File: src/rtl/line_follower_steering_fsm_core_defines.svh
// Assertion macros shared by the line follower steering core.
`ifndef LINE_FOLLOWER_STEERING_FSM_CORE_DEFINES_SVH
`define LINE_FOLLOWER_STEERING_FSM_CORE_DEFINES_SVH

`ifndef NO_ASSERTIONS

// Antecedent implies consequent in the same cycle, checked outside reset.
`define LFS_ASSERT_IMP(name, ante, cons) \
  name: assert property (@(posedge clk) disable iff (rst) (ante) |-> (cons)) \
    else $error("lfs: implication check failed");

// Antecedent implies consequent in the next cycle, checked outside reset.
`define LFS_ASSERT_NEXT(name, ante, cons) \
  name: assert property (@(posedge clk) disable iff (rst) (ante) |=> (cons)) \
    else $error("lfs: next-cycle check failed");

`else

`define LFS_ASSERT_IMP(name, ante, cons)
`define LFS_ASSERT_NEXT(name, ante, cons)

`endif

`endif

File: src/rtl/lfs_pkg.sv
// Types, constants and register indexes of the line follower steering core.
package lfs_pkg;

  // Race phase, one-hot.
  typedef enum logic [4:0] {
    PH_WAIT     = 5'b00001,
    PH_APPROACH = 5'b00010,
    PH_HALT     = 5'b00100,
    PH_TRACK    = 5'b01000,
    PH_FINAL    = 5'b10000
  } phase_t;

  // Configuration register indexes.
  typedef enum logic [2:0] {
    REG_BLACK_OUTER  = 3'd0,
    REG_BLACK_INNER  = 3'd1,
    REG_WHITE_LEVEL  = 3'd2,
    REG_STOP_BLACK   = 3'd3,
    REG_SLOW_SPEED   = 3'd4,
    REG_FULL_SPEED   = 3'd5,
    REG_TURN_SPEED   = 3'd6,
    REG_HARD_TURN_MS = 3'd7
  } reg_idx_t;

  localparam int unsigned CFG_IDX_W  = 3;
  localparam int unsigned CFG_DATA_W = 16;

  // Input command codes.
  localparam logic CMD_SAMPLE = 1'b0;
  localparam logic CMD_START  = 1'b1;

  // Reset values of the configuration registers.
  localparam logic [15:0] BLACK_OUTER_RST  = 16'd9000;
  localparam logic [15:0] BLACK_INNER_RST  = 16'd16000;
  localparam logic [15:0] WHITE_LEVEL_RST  = 16'd7000;
  localparam logic [15:0] STOP_BLACK_RST   = 16'd8000;
  localparam logic [7:0]  SLOW_SPEED_RST   = 8'd100;
  localparam logic [7:0]  FULL_SPEED_RST   = 8'd200;
  localparam logic [7:0]  TURN_SPEED_RST   = 8'd255;
  localparam logic [7:0]  HARD_TURN_MS_RST = 8'd55;

  // Fixed drive constants.
  localparam logic [7:0] MOVE_MS          = 8'd1;
  localparam logic [7:0] CROSS_MS         = 8'd200;
  localparam logic [7:0] FINAL_CROSS_MS   = 8'd50;
  localparam logic [7:0] FINAL_TURN_SPEED = 8'd100;

  typedef struct packed {
    logic [15:0] black_outer;
    logic [15:0] black_inner;
    logic [15:0] white_level;
    logic [15:0] stop_black;
    logic [7:0]  slow_speed;
    logic [7:0]  full_speed;
    logic [7:0]  turn_speed;
    logic [7:0]  hard_turn_ms;
  } cfg_t;

  typedef struct packed {
    logic        cmd;
    logic [15:0] left_outer;
    logic [15:0] left_inner;
    logic [15:0] right_inner;
    logic [15:0] right_outer;
  } item_t;

  typedef struct packed {
    logic       motors_on;
    logic [7:0] left_speed;
    logic [7:0] right_speed;
    logic       left_reverse;
    logic       right_reverse;
    logic [7:0] duration_ms;
  } res_t;

  // Outcome of one item: whether a drive command is issued, and the new phase.
  typedef struct packed {
    logic   emit;
    phase_t phase_next;
    res_t   res;
  } dec_t;

endpackage

File: src/rtl/lfs_if.sv
// Handshake interfaces for the sample, drive command and configuration channels.
interface lfs_item_if;
  logic        valid;
  logic        ready;
  logic        cmd;
  logic [15:0] left_outer;
  logic [15:0] left_inner;
  logic [15:0] right_inner;
  logic [15:0] right_outer;

  modport source (output valid, output cmd, output left_outer, output left_inner,
                  output right_inner, output right_outer, input ready);
  modport sink (input valid, input cmd, input left_outer, input left_inner,
                input right_inner, input right_outer, output ready);
endinterface

interface lfs_result_if;
  logic       valid;
  logic       ready;
  logic       motors_on;
  logic [7:0] left_speed;
  logic [7:0] right_speed;
  logic       left_reverse;
  logic       right_reverse;
  logic [7:0] duration_ms;

  modport source (output valid, output motors_on, output left_speed, output right_speed,
                  output left_reverse, output right_reverse, output duration_ms,
                  input ready);
  modport sink (input valid, input motors_on, input left_speed, input right_speed,
                input left_reverse, input right_reverse, input duration_ms,
                output ready);
endinterface

interface lfs_cfg_if;
  logic                           valid;
  logic                           ready;
  logic [lfs_pkg::CFG_IDX_W-1:0]  index;
  logic [lfs_pkg::CFG_DATA_W-1:0] data;

  modport source (output valid, output index, output data, input ready);
  modport sink (input valid, input index, input data, output ready);
endinterface

File: src/rtl/lfs_steer.sv
// Sample classification and phase transition logic of the steering core.
module lfs_steer (
  input  lfs_pkg::phase_t phase,
  input  lfs_pkg::cfg_t   cfg,
  input  lfs_pkg::item_t  item,
  output lfs_pkg::dec_t   dec
);

  function automatic lfs_pkg::res_t drive(input logic on, input logic [7:0] ls,
                                          input logic [7:0] rs, input logic lrev,
                                          input logic rrev, input logic [7:0] dur);
    lfs_pkg::res_t r;
    r.motors_on     = on;
    r.left_speed    = ls;
    r.right_speed   = rs;
    r.left_reverse  = lrev;
    r.right_reverse = rrev;
    r.duration_ms   = dur;
    return r;
  endfunction

  logic all_black, all_stop, only_left, only_right;
  logic three_left, three_right, drift_left, drift_right;
  logic lo_gt_bo, ro_gt_bo, li_gt_bi, ri_gt_bi, li_lt_bi, ri_lt_bi;
  logic lo_lt_w, li_lt_w, ri_lt_w, ro_lt_w;
  lfs_pkg::res_t stop_cmd;

  assign lo_gt_bo = item.left_outer > cfg.black_outer;
  assign ro_gt_bo = item.right_outer > cfg.black_outer;
  assign li_gt_bi = item.left_inner > cfg.black_inner;
  assign ri_gt_bi = item.right_inner > cfg.black_inner;
  assign li_lt_bi = item.left_inner < cfg.black_inner;
  assign ri_lt_bi = item.right_inner < cfg.black_inner;
  assign lo_lt_w  = item.left_outer < cfg.white_level;
  assign li_lt_w  = item.left_inner < cfg.white_level;
  assign ri_lt_w  = item.right_inner < cfg.white_level;
  assign ro_lt_w  = item.right_outer < cfg.white_level;

  assign all_black   = lo_gt_bo && li_gt_bi && ri_gt_bi && ro_gt_bo;
  assign all_stop    = (item.left_outer > cfg.stop_black) && (item.left_inner > cfg.stop_black)
                    && (item.right_inner > cfg.stop_black)
                    && (item.right_outer > cfg.stop_black);
  assign only_left   = lo_gt_bo && li_lt_w && ri_lt_w && ro_lt_w;
  assign only_right  = lo_lt_w && li_lt_w && ri_lt_w && ro_gt_bo;
  assign three_left  = lo_gt_bo && li_gt_bi && ri_gt_bi && ro_lt_w;
  assign three_right = lo_lt_w && li_gt_bi && ri_gt_bi && ro_gt_bo;
  assign drift_left  = li_gt_bi && ri_lt_bi;
  assign drift_right = li_lt_bi && ri_gt_bi;

  assign stop_cmd = drive(1'b0, 8'd0, 8'd0, 1'b0, 1'b0, 8'd0);

  always_comb begin
    dec.emit       = 1'b0;
    dec.phase_next = phase;
    dec.res        = stop_cmd;
    case (phase)
      lfs_pkg::PH_WAIT: begin
        if (item.cmd == lfs_pkg::CMD_START) begin
          dec.phase_next = lfs_pkg::PH_APPROACH;
        end
      end
      lfs_pkg::PH_APPROACH: begin
        if (item.cmd == lfs_pkg::CMD_SAMPLE) begin
          dec.emit = 1'b1;
          if (all_black) begin
            dec.phase_next = lfs_pkg::PH_HALT;
          end else if (drift_left) begin
            dec.res = drive(1'b1, 8'd0, cfg.turn_speed, 1'b0, 1'b0, lfs_pkg::MOVE_MS);
          end else if (drift_right) begin
            dec.res = drive(1'b1, cfg.turn_speed, 8'd0, 1'b0, 1'b0, lfs_pkg::MOVE_MS);
          end else begin
            dec.res = drive(1'b1, cfg.slow_speed, cfg.slow_speed, 1'b0, 1'b0,
                            lfs_pkg::MOVE_MS);
          end
        end
      end
      lfs_pkg::PH_HALT: begin
        if (item.cmd == lfs_pkg::CMD_START) begin
          dec.emit       = 1'b1;
          dec.phase_next = lfs_pkg::PH_TRACK;
          dec.res        = drive(1'b1, cfg.full_speed, cfg.full_speed, 1'b0, 1'b0,
                                 lfs_pkg::CROSS_MS);
        end
      end
      lfs_pkg::PH_TRACK: begin
        if (item.cmd == lfs_pkg::CMD_SAMPLE) begin
          dec.emit = 1'b1;
          if (all_stop) begin
            dec.phase_next = lfs_pkg::PH_FINAL;
            dec.res = drive(1'b1, cfg.full_speed, cfg.full_speed, 1'b0, 1'b0,
                            lfs_pkg::FINAL_CROSS_MS);
          end else if (only_left) begin
            dec.res = drive(1'b1, cfg.turn_speed, cfg.turn_speed, 1'b1, 1'b0,
                            cfg.hard_turn_ms);
          end else if (only_right) begin
            dec.res = drive(1'b1, cfg.turn_speed, cfg.turn_speed, 1'b0, 1'b1,
                            cfg.hard_turn_ms);
          end else if (three_left) begin
            dec.res = drive(1'b1, cfg.turn_speed, cfg.turn_speed, 1'b1, 1'b0,
                            lfs_pkg::MOVE_MS);
          end else if (three_right) begin
            dec.res = drive(1'b1, cfg.turn_speed, cfg.turn_speed, 1'b0, 1'b1,
                            lfs_pkg::MOVE_MS);
          end else if (drift_left) begin
            dec.res = drive(1'b1, 8'd0, cfg.turn_speed, 1'b0, 1'b0, lfs_pkg::MOVE_MS);
          end else if (drift_right) begin
            dec.res = drive(1'b1, cfg.turn_speed, 8'd0, 1'b0, 1'b0, lfs_pkg::MOVE_MS);
          end else begin
            dec.res = drive(1'b1, cfg.full_speed, cfg.full_speed, 1'b0, 1'b0,
                            lfs_pkg::MOVE_MS);
          end
        end
      end
      lfs_pkg::PH_FINAL: begin
        if (item.cmd == lfs_pkg::CMD_SAMPLE) begin
          dec.emit = 1'b1;
          if (all_stop) begin
            dec.res = stop_cmd;
          end else if (three_left || (!three_right && drift_left)) begin
            dec.res = drive(1'b1, 8'd0, lfs_pkg::FINAL_TURN_SPEED, 1'b0, 1'b0,
                            lfs_pkg::MOVE_MS);
          end else if (three_right || drift_right) begin
            dec.res = drive(1'b1, lfs_pkg::FINAL_TURN_SPEED, 8'd0, 1'b0, 1'b0,
                            lfs_pkg::MOVE_MS);
          end else begin
            dec.res = drive(1'b1, cfg.full_speed, cfg.full_speed, 1'b0, 1'b0,
                            lfs_pkg::MOVE_MS);
          end
        end
      end
      default: begin
        dec.emit = 1'b0;
      end
    endcase
  end

endmodule

File: src/rtl/line_follower_steering_fsm_core.sv
// Top level of the line follower steering core: handshakes, registers and phase.
// The core takes one transaction per clock cycle, either a start-signal event or a
// four-sensor reflectance sample, and answers with at most one drive command. An
// accepted transaction is held in an input register while a bank of parallel
// threshold comparators and the race phase decide the drive command; the command
// then sits in a result register until the downstream side takes it. The sustained
// rate is one transaction per cycle: the result register decouples the two sides,
// and the input side only stalls when the held item yields a command while the
// result register is still full and not being taken that cycle. Events the current
// phase ignores (a start while running, a sample while waiting or stopped) advance
// without producing a result. Configuration writes are taken in any cycle, but must
// only be issued while the core is idle; the race phase resets to waiting for start.
`include "line_follower_steering_fsm_core_defines.svh"

module line_follower_steering_fsm_core (
  input logic           clk,
  input logic           rst,
  lfs_item_if.sink      item,
  lfs_result_if.source  result,
  lfs_cfg_if.sink       cfg
);

  // Configuration registers.
  lfs_pkg::cfg_t cfg_q;

  // Input stage: the accepted transaction waiting for its decision.
  logic           held_valid;
  lfs_pkg::item_t held;

  // Race phase and the decision for the held transaction.
  lfs_pkg::phase_t phase;
  lfs_pkg::dec_t   dec;

  // Result register.
  logic          res_valid;
  lfs_pkg::res_t res_q;

  logic advance;
  logic item_take;

  // The held transaction moves on when it yields no command, or when the result
  // register is free or is being emptied in this cycle.
  assign advance   = held_valid && (!dec.emit || !res_valid || result.ready);
  assign item.ready = !held_valid || advance;
  assign item_take = item.valid && item.ready;

  assign cfg.ready = 1'b1;

  always_ff @(posedge clk) begin
    if (rst) begin
      cfg_q.black_outer  <= lfs_pkg::BLACK_OUTER_RST;
      cfg_q.black_inner  <= lfs_pkg::BLACK_INNER_RST;
      cfg_q.white_level  <= lfs_pkg::WHITE_LEVEL_RST;
      cfg_q.stop_black   <= lfs_pkg::STOP_BLACK_RST;
      cfg_q.slow_speed   <= lfs_pkg::SLOW_SPEED_RST;
      cfg_q.full_speed   <= lfs_pkg::FULL_SPEED_RST;
      cfg_q.turn_speed   <= lfs_pkg::TURN_SPEED_RST;
      cfg_q.hard_turn_ms <= lfs_pkg::HARD_TURN_MS_RST;
    end else if (cfg.valid) begin
      case (lfs_pkg::reg_idx_t'(cfg.index))
        lfs_pkg::REG_BLACK_OUTER:  cfg_q.black_outer  <= cfg.data;
        lfs_pkg::REG_BLACK_INNER:  cfg_q.black_inner  <= cfg.data;
        lfs_pkg::REG_WHITE_LEVEL:  cfg_q.white_level  <= cfg.data;
        lfs_pkg::REG_STOP_BLACK:   cfg_q.stop_black   <= cfg.data;
        lfs_pkg::REG_SLOW_SPEED:   cfg_q.slow_speed   <= cfg.data[7:0];
        lfs_pkg::REG_FULL_SPEED:   cfg_q.full_speed   <= cfg.data[7:0];
        lfs_pkg::REG_TURN_SPEED:   cfg_q.turn_speed   <= cfg.data[7:0];
        lfs_pkg::REG_HARD_TURN_MS: cfg_q.hard_turn_ms <= cfg.data[7:0];
        default: begin
        end
      endcase
    end
  end

  // Input register. The payload needs no reset; only its valid flag does.
  always_ff @(posedge clk) begin
    if (rst) begin
      held_valid <= 1'b0;
    end else if (item_take) begin
      held_valid <= 1'b1;
    end else if (advance) begin
      held_valid <= 1'b0;
    end
  end

  always_ff @(posedge clk) begin
    if (item_take) begin
      held.cmd         <= item.cmd;
      held.left_outer  <= item.left_outer;
      held.left_inner  <= item.left_inner;
      held.right_inner <= item.right_inner;
      held.right_outer <= item.right_outer;
    end
  end

  lfs_steer u_steer (
    .phase (phase),
    .cfg   (cfg_q),
    .item  (held),
    .dec   (dec)
  );

  // The phase changes only when the held transaction is retired, so the next
  // transaction in the input register always sees the phase its predecessor left.
  always_ff @(posedge clk) begin
    if (rst) begin
      phase <= lfs_pkg::PH_WAIT;
    end else if (advance) begin
      phase <= dec.phase_next;
    end
  end

  always_ff @(posedge clk) begin
    if (rst) begin
      res_valid <= 1'b0;
    end else if (advance && dec.emit) begin
      res_valid <= 1'b1;
    end else if (result.ready) begin
      res_valid <= 1'b0;
    end
  end

  always_ff @(posedge clk) begin
    if (advance && dec.emit) begin
      res_q <= dec.res;
    end
  end

  assign result.valid         = res_valid;
  assign result.motors_on     = res_q.motors_on;
  assign result.left_speed    = res_q.left_speed;
  assign result.right_speed   = res_q.right_speed;
  assign result.left_reverse  = res_q.left_reverse;
  assign result.right_reverse = res_q.right_reverse;
  assign result.duration_ms   = res_q.duration_ms;

  // Once the final run has begun the phase never changes again.
  `LFS_ASSERT_NEXT(a_final_sticks, phase == lfs_pkg::PH_FINAL, phase == lfs_pkg::PH_FINAL)

  // A start retired while stopped always enters line tracking.
  `LFS_ASSERT_NEXT(a_halt_to_track,
    advance && held.cmd == lfs_pkg::CMD_START && phase == lfs_pkg::PH_HALT,
    phase == lfs_pkg::PH_TRACK && res_valid)

  // A stopped-motor command carries no speed and no duration.
  `LFS_ASSERT_IMP(a_stop_is_quiet, res_valid && !res_q.motors_on,
    res_q.left_speed == 8'd0 && res_q.right_speed == 8'd0 && res_q.duration_ms == 8'd0)

  // A held transaction that cannot retire stays in the input register unchanged.
  `LFS_ASSERT_NEXT(a_held_stays, held_valid && !advance, held_valid && $stable(held))

endmodule

File: src/flat_wrapper.sv
// flat-port wrapper written by rule: the top's interface ports become plain ports
module line_follower_steering_fsm_core_flat 
  (clk, rst, item_valid, item_cmd, item_left_outer, item_left_inner, item_right_inner, item_right_outer, item_ready, result_valid, result_motors_on, result_left_speed, result_right_speed, result_left_reverse, result_right_reverse, result_duration_ms, result_ready, cfg_valid, cfg_index, cfg_data, cfg_ready);
  lfs_item_if item_i ();
  lfs_result_if result_i ();
  lfs_cfg_if cfg_i ();
  input logic clk;
  input logic rst;
  input wire logic [$bits(item_i.valid)-1:0] item_valid;
  input wire logic [$bits(item_i.cmd)-1:0] item_cmd;
  input wire logic [$bits(item_i.left_outer)-1:0] item_left_outer;
  input wire logic [$bits(item_i.left_inner)-1:0] item_left_inner;
  input wire logic [$bits(item_i.right_inner)-1:0] item_right_inner;
  input wire logic [$bits(item_i.right_outer)-1:0] item_right_outer;
  output wire logic [$bits(item_i.ready)-1:0] item_ready;
  output wire logic [$bits(result_i.valid)-1:0] result_valid;
  output wire logic [$bits(result_i.motors_on)-1:0] result_motors_on;
  output wire logic [$bits(result_i.left_speed)-1:0] result_left_speed;
  output wire logic [$bits(result_i.right_speed)-1:0] result_right_speed;
  output wire logic [$bits(result_i.left_reverse)-1:0] result_left_reverse;
  output wire logic [$bits(result_i.right_reverse)-1:0] result_right_reverse;
  output wire logic [$bits(result_i.duration_ms)-1:0] result_duration_ms;
  input wire logic [$bits(result_i.ready)-1:0] result_ready;
  input wire logic [$bits(cfg_i.valid)-1:0] cfg_valid;
  input wire logic [$bits(cfg_i.index)-1:0] cfg_index;
  input wire logic [$bits(cfg_i.data)-1:0] cfg_data;
  output wire logic [$bits(cfg_i.ready)-1:0] cfg_ready;
  assign item_i.valid = item_valid;
  assign item_i.cmd = item_cmd;
  assign item_i.left_outer = item_left_outer;
  assign item_i.left_inner = item_left_inner;
  assign item_i.right_inner = item_right_inner;
  assign item_i.right_outer = item_right_outer;
  assign item_ready = item_i.ready;
  assign result_valid = result_i.valid;
  assign result_motors_on = result_i.motors_on;
  assign result_left_speed = result_i.left_speed;
  assign result_right_speed = result_i.right_speed;
  assign result_left_reverse = result_i.left_reverse;
  assign result_right_reverse = result_i.right_reverse;
  assign result_duration_ms = result_i.duration_ms;
  assign result_i.ready = result_ready;
  assign cfg_i.valid = cfg_valid;
  assign cfg_i.index = cfg_index;
  assign cfg_i.data = cfg_data;
  assign cfg_ready = cfg_i.ready;
  line_follower_steering_fsm_core u_core (.clk(clk), .rst(rst), .item(item_i), .result(result_i), .cfg(cfg_i));
endmodule
File: config.mk
export PLATFORM = sky130hd
export DESIGN_NAME = line_follower_steering_fsm_core_flat
export DESIGN_NICKNAME = d
export VERILOG_FILES = /design/src/rtl/lfs_pkg.sv /design/src/rtl/lfs_if.sv /design/src/rtl/lfs_steer.sv /design/src/rtl/line_follower_steering_fsm_core.sv /design/src/flat_wrapper.sv
export VERILOG_INCLUDE_DIRS = /design/src /design/src/rtl
export SDC_FILE = /design/constraint.sdc
export NUM_CORES = 1
export LEC_CHECK = 0
export BUFFER_PORTS_ARGS = -buffer_cell sky130_fd_sc_hd__buf_2
export CORE_MARGIN = 2
export CORE_UTILIZATION = 55
export CTS_CLUSTER_DIAMETER = 60
export DETAILED_ROUTE_END_ITERATION = 12
export GPL_TIMING_DRIVEN = 0
export PLACE_DENSITY = 0.79
export RECOVER_POWER = 100
export SYNTH_ARGS = -nofsm -noshare
export SYNTH_HDL_FRONTEND = slang
export SYNTH_HIERARCHICAL = 1
export SYNTH_SLANG_ARGS = --single-unit
File: constraint.sdc
create_clock -name clk -period 4.9 [get_ports clk]
set_input_delay 0.245 -clock clk [delete_from_list [all_inputs] [get_ports clk]]
set_output_delay 0.245 -clock clk [all_outputs]
set_load 0.01 [all_outputs]
==> impl_metrics.env, run 1 <==
export IMPL_cts_tree="yes"
export IMPL_drv_cap=1
export IMPL_antenna_left=0
export IMPL_vdd_drop_max_uv=213
export IMPL_final_setup_viol_count=0
export IMPL_crit_type="flop to flop"
export IMPL_synthCells=1270
export IMPL_ys_warn_count=6
export IMPL_synthFlopType="dfxtp_1"
export IMPL_clockBufferDepth=2
export IMPL_status="finished, violations left"
export IMPL_cts_sinks=195
export IMPL_hold_violations=0
export IMPL_track_usage_pct=29.8
export IMPL_synth_most_common_cell="nand2_1"
export IMPL_cts_setup_buffers=0
export IMPL_max_freq_mhz=253
export IMPL_port_buffers=108
export IMPL_syn_num_nets=1547
export IMPL_area_delta_synth_final_pct=16.8
export IMPL_final_max_slew_viol_count=28
export IMPL_antenna_found_initial=1
export IMPL_drtIter0Drc=1247
export IMPL_synth_enable_flop_cells=92
export IMPL_grt_first_pass_wirelength_mm=54.8
export IMPL_viasPerCell=6.18
export IMPL_routabilityCongestion=0.990
export IMPL_pwr_density_cell_mw_per_mm2=276
export IMPL_synth_area_top_cells="edfxtp_1, ha_1, dfxtp_1"
export IMPL_first_global_vias=10220
export IMPL_finalCritPeriodShare_pct=80.6
export IMPL_cts_buffers=17
export IMPL_synth_top_area_cell="edfxtp_1"
export IMPL_max_slew_margin_pct=-4.83
export IMPL_grt_max_degree=32
export IMPL_skew_ps=13.0
export IMPL_root_buffer="clkbuf_16"
export IMPL_min_period_ps=3950
export IMPL_setup_tns_ps=0
export IMPL_overflow=0
export IMPL_htreeDepth=4
export IMPL_core_area_mm2=0.0218
export IMPL_drc=0
export IMPL_end_kind="flop"
export IMPL_fp_dieW_um=153
export IMPL_netlist_area_leader_share_pct=22.7
export IMPL_clock_latency_ps=440
export IMPL_ys_top_cells_by_count="nand2_1, ha_1, dfxtp_1"
export IMPL_core_rowCount=54
export IMPL_wire_per_inst_um=20.1
export IMPL_die_area_mm2=0.0233
export IMPL_crit_required_ps=5200
export IMPL_drt_total_wl_mm=35.2
export IMPL_worstPathMaxFanout=10
export IMPL_place_hpwl_mm=26.5
export IMPL_ios=119
export IMPL_die_h_um=153
export IMPL_clkSlewWorstSetupHoldPaths_ps=70
export IMPL_p_leak_nw=6.13
export IMPL_syn_area_mm2=0.0122
export IMPL_seq_area_mm2=0.00482
export IMPL_synth_cell_type_count=83
export IMPL_drt_first_pass_iters=9
export IMPL_violations="max-capacitance violations, max-slew violations"
export IMPL_yosysSeqAreaShare_pct=39.6
export IMPL_rsz0062_at_grt="false"
export IMPL_setup_worst_path_start_class="flop"
export IMPL_arrival_ps=4250
export IMPL_vias=10850
export IMPL_final_util_pct=65.4
export IMPL_n_antenna_cell=0
export IMPL_hp_class="primary input to flop"
export IMPL_synth_seq_cells=195
export IMPL_syn_area_per_cell_um2=9.58
export IMPL_multiInputGateArea_mm2=0.00671
export IMPL_async_flop_share_pct=0
export IMPL_tightestPinTransition_ps=1570
export IMPL_finalNetCount=1741
export IMPL_initial_core_util_pct=55.9
export IMPL_nFillCells=1754
export IMPL_drive_gt1_share_pct=10.2
-- registers in the layout (all words and copies together) (netlist names) --
register and count:
u_core/result.left_reverse 1, u_core/cfg_q 96, u_core/result.left_speed 8, u_core/result.motors_on 1, u_core/phase 5, u_core/result.right_speed 8
u_core/result.valid 1, u_core/held_valid 1, u_core/result.duration_ms 8, u_core/held 65, u_core/result.right_reverse 1
-- metrics by stage --
stage / worst slack (ps) / area, um2 / power [mW] / std cells / hold WS (ps)
floorplan: 1340 / 12200 / 2.28 / 1270 / 344
global placement: 544 / 13100 / 2.47 / 1658 / 421
detailed placement: 1430 / 13100 / 2.50 / 1660 / 423
CTS: 1410 / 14300 / 3.92 / 1757 / 102
global route: 818 / 14200 / 4.09 / 1757 / 92.8
finish: 951 / 14200 / 3.93 / 1757 / 73.9
-- cells in the final DEF, fill, tap and decap left out, drive strengths merged, types with 4 or more instances in the layout --
cell	synthesis	final
or3	5	5
o211ai	8	8
a21o	24	24
inv	86	96
and3	13	13
and2	4	4
buf	29	101
and4b	4	4
nand3b	41	41
dlygate4sd3	0	65
edfxtp	92	92
a211o	12	12
a221oi	5	5
nor2	40	40
and4	5	5
o21a	6	6
dfxtp	103	103
ha	188	188
nand2b	14	14
nor2b	13	13
a21oi	104	104
a2111oi	5	5
nand4	41	41
nor4	10	10
nand2	226	226
a221o	9	9
nand4b	4	4
o41ai	5	5
mux2i	11	11
clkbuf	21	77
nand3	22	22
nor3	6	6
a211oi	18	18
a21boi	6	6
o21ai	36	36
o22ai	4	4
a31oi	7	7
-- what timing repair did --
item | in CTS | in global routing
hold endpoints to repair | 65 | 0
resized for setup | 0 | 0
hold buffers | 65 | 0
-- worst max-delay path, cell delays in order (launching register included) --
cell and delay (ps):
edfxtp_1 440, ha_1 340, nand4_1 120, or2_0 330
nor3_1 410, a2111oi_0 150, nand4_1 270, a211o_1 270
or3b_1 410, o211ai_1 760, a221o_1 300
-- area by class of cell --
cell class / count / area share [%]
well taps: 280 / 2.46
flip-flops and latches: 195 / 33.9
clock buffers: 18 / 3.02
clock inverters: 14 / 1.00
plain buffers: 50 / 1.83
inverters: 86 / 2.27
multi-input cells: 939 / 47.2
repair buffers: 175 / 8.27
-- worst paths after layout --
| check | cells after the start | from | end | slack, ps |
|---|---|---|---|---|
| setup / recovery | 10 | u_core/held[59]$_DFFE_PP_ | u_core/result.left_speed[3]$_DFFE_PP_ | 950 |
| hold reg to reg | 2 | u_core/cfg_q[58]$_SDFFE_PP0P_ | u_core/cfg_q[58]$_SDFFE_PP0P_ | 460 |
| setup reg to reg | 10 | u_core/held[59]$_DFFE_PP_ | u_core/result.left_speed[3]$_DFFE_PP_ | 950 |
| hold / removal | 3 | item_valid | u_core/held_valid$_SDFFE_PP0P_ | 70 |
-- kinds of logic (layout without fill, tap and decap cells) --
| group | Yosys count | in the layout | synth area share [%] |
|---|---|---|---|
| AOI/OAI and AO/OA | 271 | 271 | 15.1 |
| xor gates and xnor gates | 1 | 1 | 0.0720 |
| adders and majority gates | 188 | 188 | 19.3 |
| buffers and inverters | 136 | 343 | 5.00 |
| DFF | 195 | 195 | 39.6 |
| muxes | 11 | 11 | 0.905 |
| other | 1 | 1 | 0.0308 |
| and+or+nand+nor | 467 | 467 | 20.0 |
-- report_power, final --
part | total, mW | switching [mW] | internal (mW)
logic | 0.685 | 0.392 | 0.293
clock network | 1.39 | 0.671 | 0.722
registers | 1.85 | 0.0742 | 1.77
-- routing by layer --
metal  wire length [um]  track usage (%)  share of wire (%)
met1              14900             41.3                 42
met2              16000             47.3                 45
met3               3500             6.06                9.9
met4                926             8.86                2.6
met5                  0                0                  0
(Power assumes the default switching activity.)
==> inputs of run 2 (changes only) <==
- ABC_AREA: not set -> 1
- CORE_UTILIZATION: 55 -> 61
- PLACE_DENSITY: 0.79 -> 0.83
- clock period: 4.9 -> 4.05 ns (I/O delays scaled with it)
==> impl_metrics.env, run 2 <==
export IMPL_status="completed"
export IMPL_startpoint="u_core/cfg_q[63]$_SDFFE_PP0P_"
export IMPL_drv_cap=0
export IMPL_root_buffer="clkbuf_16"
export IMPL_timing_hold_ws_ps=17.3
export IMPL_setup_tns_ps=0
export IMPL_initial_core_util_pct=62.2
export IMPL_syn_area_mm2=0.0131
export IMPL_final_cell_count_no_fill=2170
export IMPL_htreeDepth=4
export IMPL_die_area_mm2=0.0226
export IMPL_syn_num_nets=1955
export IMPL_drt_first_pass_iters=6
export IMPL_nFillCells=1687
export IMPL_ios=119
export IMPL_final_cell_mix="nand2_1, ha_1, nor2_1, inv_1, nand3_1"
export IMPL_vias=12456
export IMPL_min_from="result_ready"
export IMPL_place_inst=2071
export IMPL_n_antenna_cell=0
export IMPL_synth_cell_type_count=53
export IMPL_finalCritPeriodShare_pct=93.6
export IMPL_cts_buffers=17
export IMPL_synth_most_common_cell="nand2_1"
export IMPL_largestRegisters="u_core/cfg_q x96, u_core/held x65"
export IMPL_skew_ps=13.8
export IMPL_finalWorstSetupSlack_ps=261
export IMPL_ys_warn_count=6
export IMPL_max_freq_mhz=264
export IMPL_hold_violations=0
export IMPL_synth_area_top_cells="edfxtp_1, ha_1, dfxtp_1"
export IMPL_switching_share_pct=32.2
export IMPL_r2r_start="u_core/cfg_q[63]$_SDFFE_PP0P_"
export IMPL_regMostFlops="u_core/cfg_q"
export IMPL_netlist_area_leader_share_pct=21.1
export IMPL_largest_register_ffs=96
export IMPL_synth_seq_cells=195
export IMPL_place_hpwl_mm=30.8
export IMPL_final_common_cell="nand2_1"
export IMPL_min_period_ps=3790
export IMPL_drc=0
export IMPL_async_flop_share_pct=0
export IMPL_wire_per_inst_um=18.7
export IMPL_core_rowCount=53
export IMPL_cpMaxStageDelayCell="clkbuf_1"
export IMPL_first_global_vias=11918
export IMPL_synth_enable_flop_cells=92
export IMPL_area_delta_synth_final_pct=16.3
export IMPL_hp_class="primary input to flop"
export IMPL_antenna_left=0
export IMPL_overflow=0
export IMPL_cts_setup_buffers=0
export IMPL_rsz0062_at_grt="false"
export IMPL_clock_latency_ps=440
export IMPL_synthCells=1678
export IMPL_p_int_mw=3.51
export IMPL_crit_family="simple AND/OR/NAND/NOR gates"
export IMPL_vdd_drop_max_uv=280
export IMPL_crit_required_ps=4350
export IMPL_final_setup_viol_count=0
export IMPL_cp_common_cell="nand2_1"
export IMPL_crit_chain="inv_1 -> ha_1 -> nand2_1 -> o21ai_0 -> a21oi_1 -> nand3_1 -> nor2_1 -> nand3_1 -> nand2_1 -> clkbuf_1 -> a21oi_1 -> nand2_1 -> nand2_1 -> nand2_1"
export IMPL_die_h_um=150
export IMPL_dp_slack_ps=488
export IMPL_port_buffers=117
export IMPL_seq_area_mm2=0.00482
export IMPL_synthFlopType="dfxtp_1"
export IMPL_crit_type="flop to flop"
export IMPL_cts_tree="yes"
export IMPL_end_kind="flop"
export IMPL_grt_max_degree=49
export IMPL_arrival_ps=4090
export IMPL_pwr_share_clk_pct=34.0
export IMPL_drive_gt1_share_pct=10.6
export IMPL_drtIter0Drc=1214
export IMPL_slowest_delay_ps=500
export IMPL_p_leak_nw=7.58
export IMPL_synth_top_area_cell="edfxtp_1"
export IMPL_final_max_slew_viol_count=0
export IMPL_finalNetCount=2159
export IMPL_crit_buf_inv=2
export IMPL_cts_sinks=195
export IMPL_max_slew_margin_pct=29.3
export IMPL_track_usage_pct=36.0
export IMPL_yosysSeqAreaShare_pct=36.9
export IMPL_seq_power_share_pct=43.5
export IMPL_dpl_cell_area_mm2=0.0140
export IMPL_power_total_mw=5.17
export IMPL_clkSlewWorstSetupHoldPaths_ps=80
export IMPL_core_area_mm2=0.0210
export IMPL_stdcell_area_mm2=0.0152
export IMPL_syn_area_per_cell_um2=7.79
export IMPL_pwr_density_cell_mw_per_mm2=340
export IMPL_ys_top_cells_by_count="nand2_1, ha_1, nor2_1"
export IMPL_worstPathMaxFanout=10
export IMPL_p_sw_mw=1.67
export IMPL_clockBufferDepth=2
export IMPL_grt_first_pass_wirelength_mm=62.0
export IMPL_fp_dieW_um=150
export IMPL_antenna_found_initial=0
export IMPL_final_util_pct=72.4
export IMPL_multiInputGateArea_mm2=0.00725
export IMPL_pwr_share_comb_pct=22.5
export IMPL_tightestPinTransition_ps=1060
export IMPL_routabilityCongestion=0.999
export IMPL_viasPerCell=5.74
export IMPL_drt_total_wl_mm=40.6
export IMPL_setup_worst_path_start_class="flop"
## run 2: power by group through the flow
stage / sequential [mW] / combinational (mW) / clock, mW
floorplan: 2.26 / 0.753 / 0
CTS: 2.25 / 1.13 / 1.76
global placement: 2.29 / 1.03 / 0
finish: 2.25 / 1.17 / 1.76
detailed placement: 2.29 / 1.07 / 0
global route: 2.26 / 1.29 / 1.83
## run 2: cell families after synthesis
logic type | after synthesis | synth area share (%)
AOI/OAI and AO/OA | 206 | 8.74
and+or+nand+nor | 859 | 28.9
buffers and inverters | 229 | 7.43
DFF | 195 | 36.9
adders and majority gates | 188 | 18.0
other | 1 | 0.0287
## run 2: layout make-up
cell class	count	share of cell area, %
clock buffer	21	3.32
sequential	195	31.7
multi-input combinational	1254	47.7
clock inverter	11	0.650
tap	275	2.26
inverter	191	4.73
buffer	38	1.59
timing repair buffer	185	8.05
## run 2: worst reg2reg max path: cells and delay by family (launching register included)
kind / cells / cell delay (ps)
buffers and inverters: 2 / 630
adder cells (fa/ha/maj): 1 / 340
AND/OR/NAND/NOR: 8 / 1680
AO/OA/AOI/OAI: 3 / 640
flip-flops: 1 / 350
## run 2: repair_timing
item / 4_1_cts / 5_1_grt
gates resized for setup: 0 / 0
hold endpoints to repair: 66 / 0
hold buffers: 67 / 0
## run 2: worst paths after layout
check                           slack [ps]  cells past startpoint                               endpoint
worst max register to register         260                     14  u_core/result.left_speed[1]$_DFFE_PP_
worst min-delay path                    20                      4       u_core/result.valid$_SDFFE_PP0P_
worst max-delay path                   260                     14  u_core/result.left_speed[1]$_DFFE_PP_
worst min register to register         460                      2           u_core/cfg_q[2]$_SDFFE_PP1P_
## run 2: layer usage
metal	vias to the layer above	global-route usage, %	routed length (um)
met3	134	5.82	3740
met2	671	60.6	18900
met5	-	0	0
li1	5994	-	-
met4	0	18.9	2300
met1	5657	44.4	15700
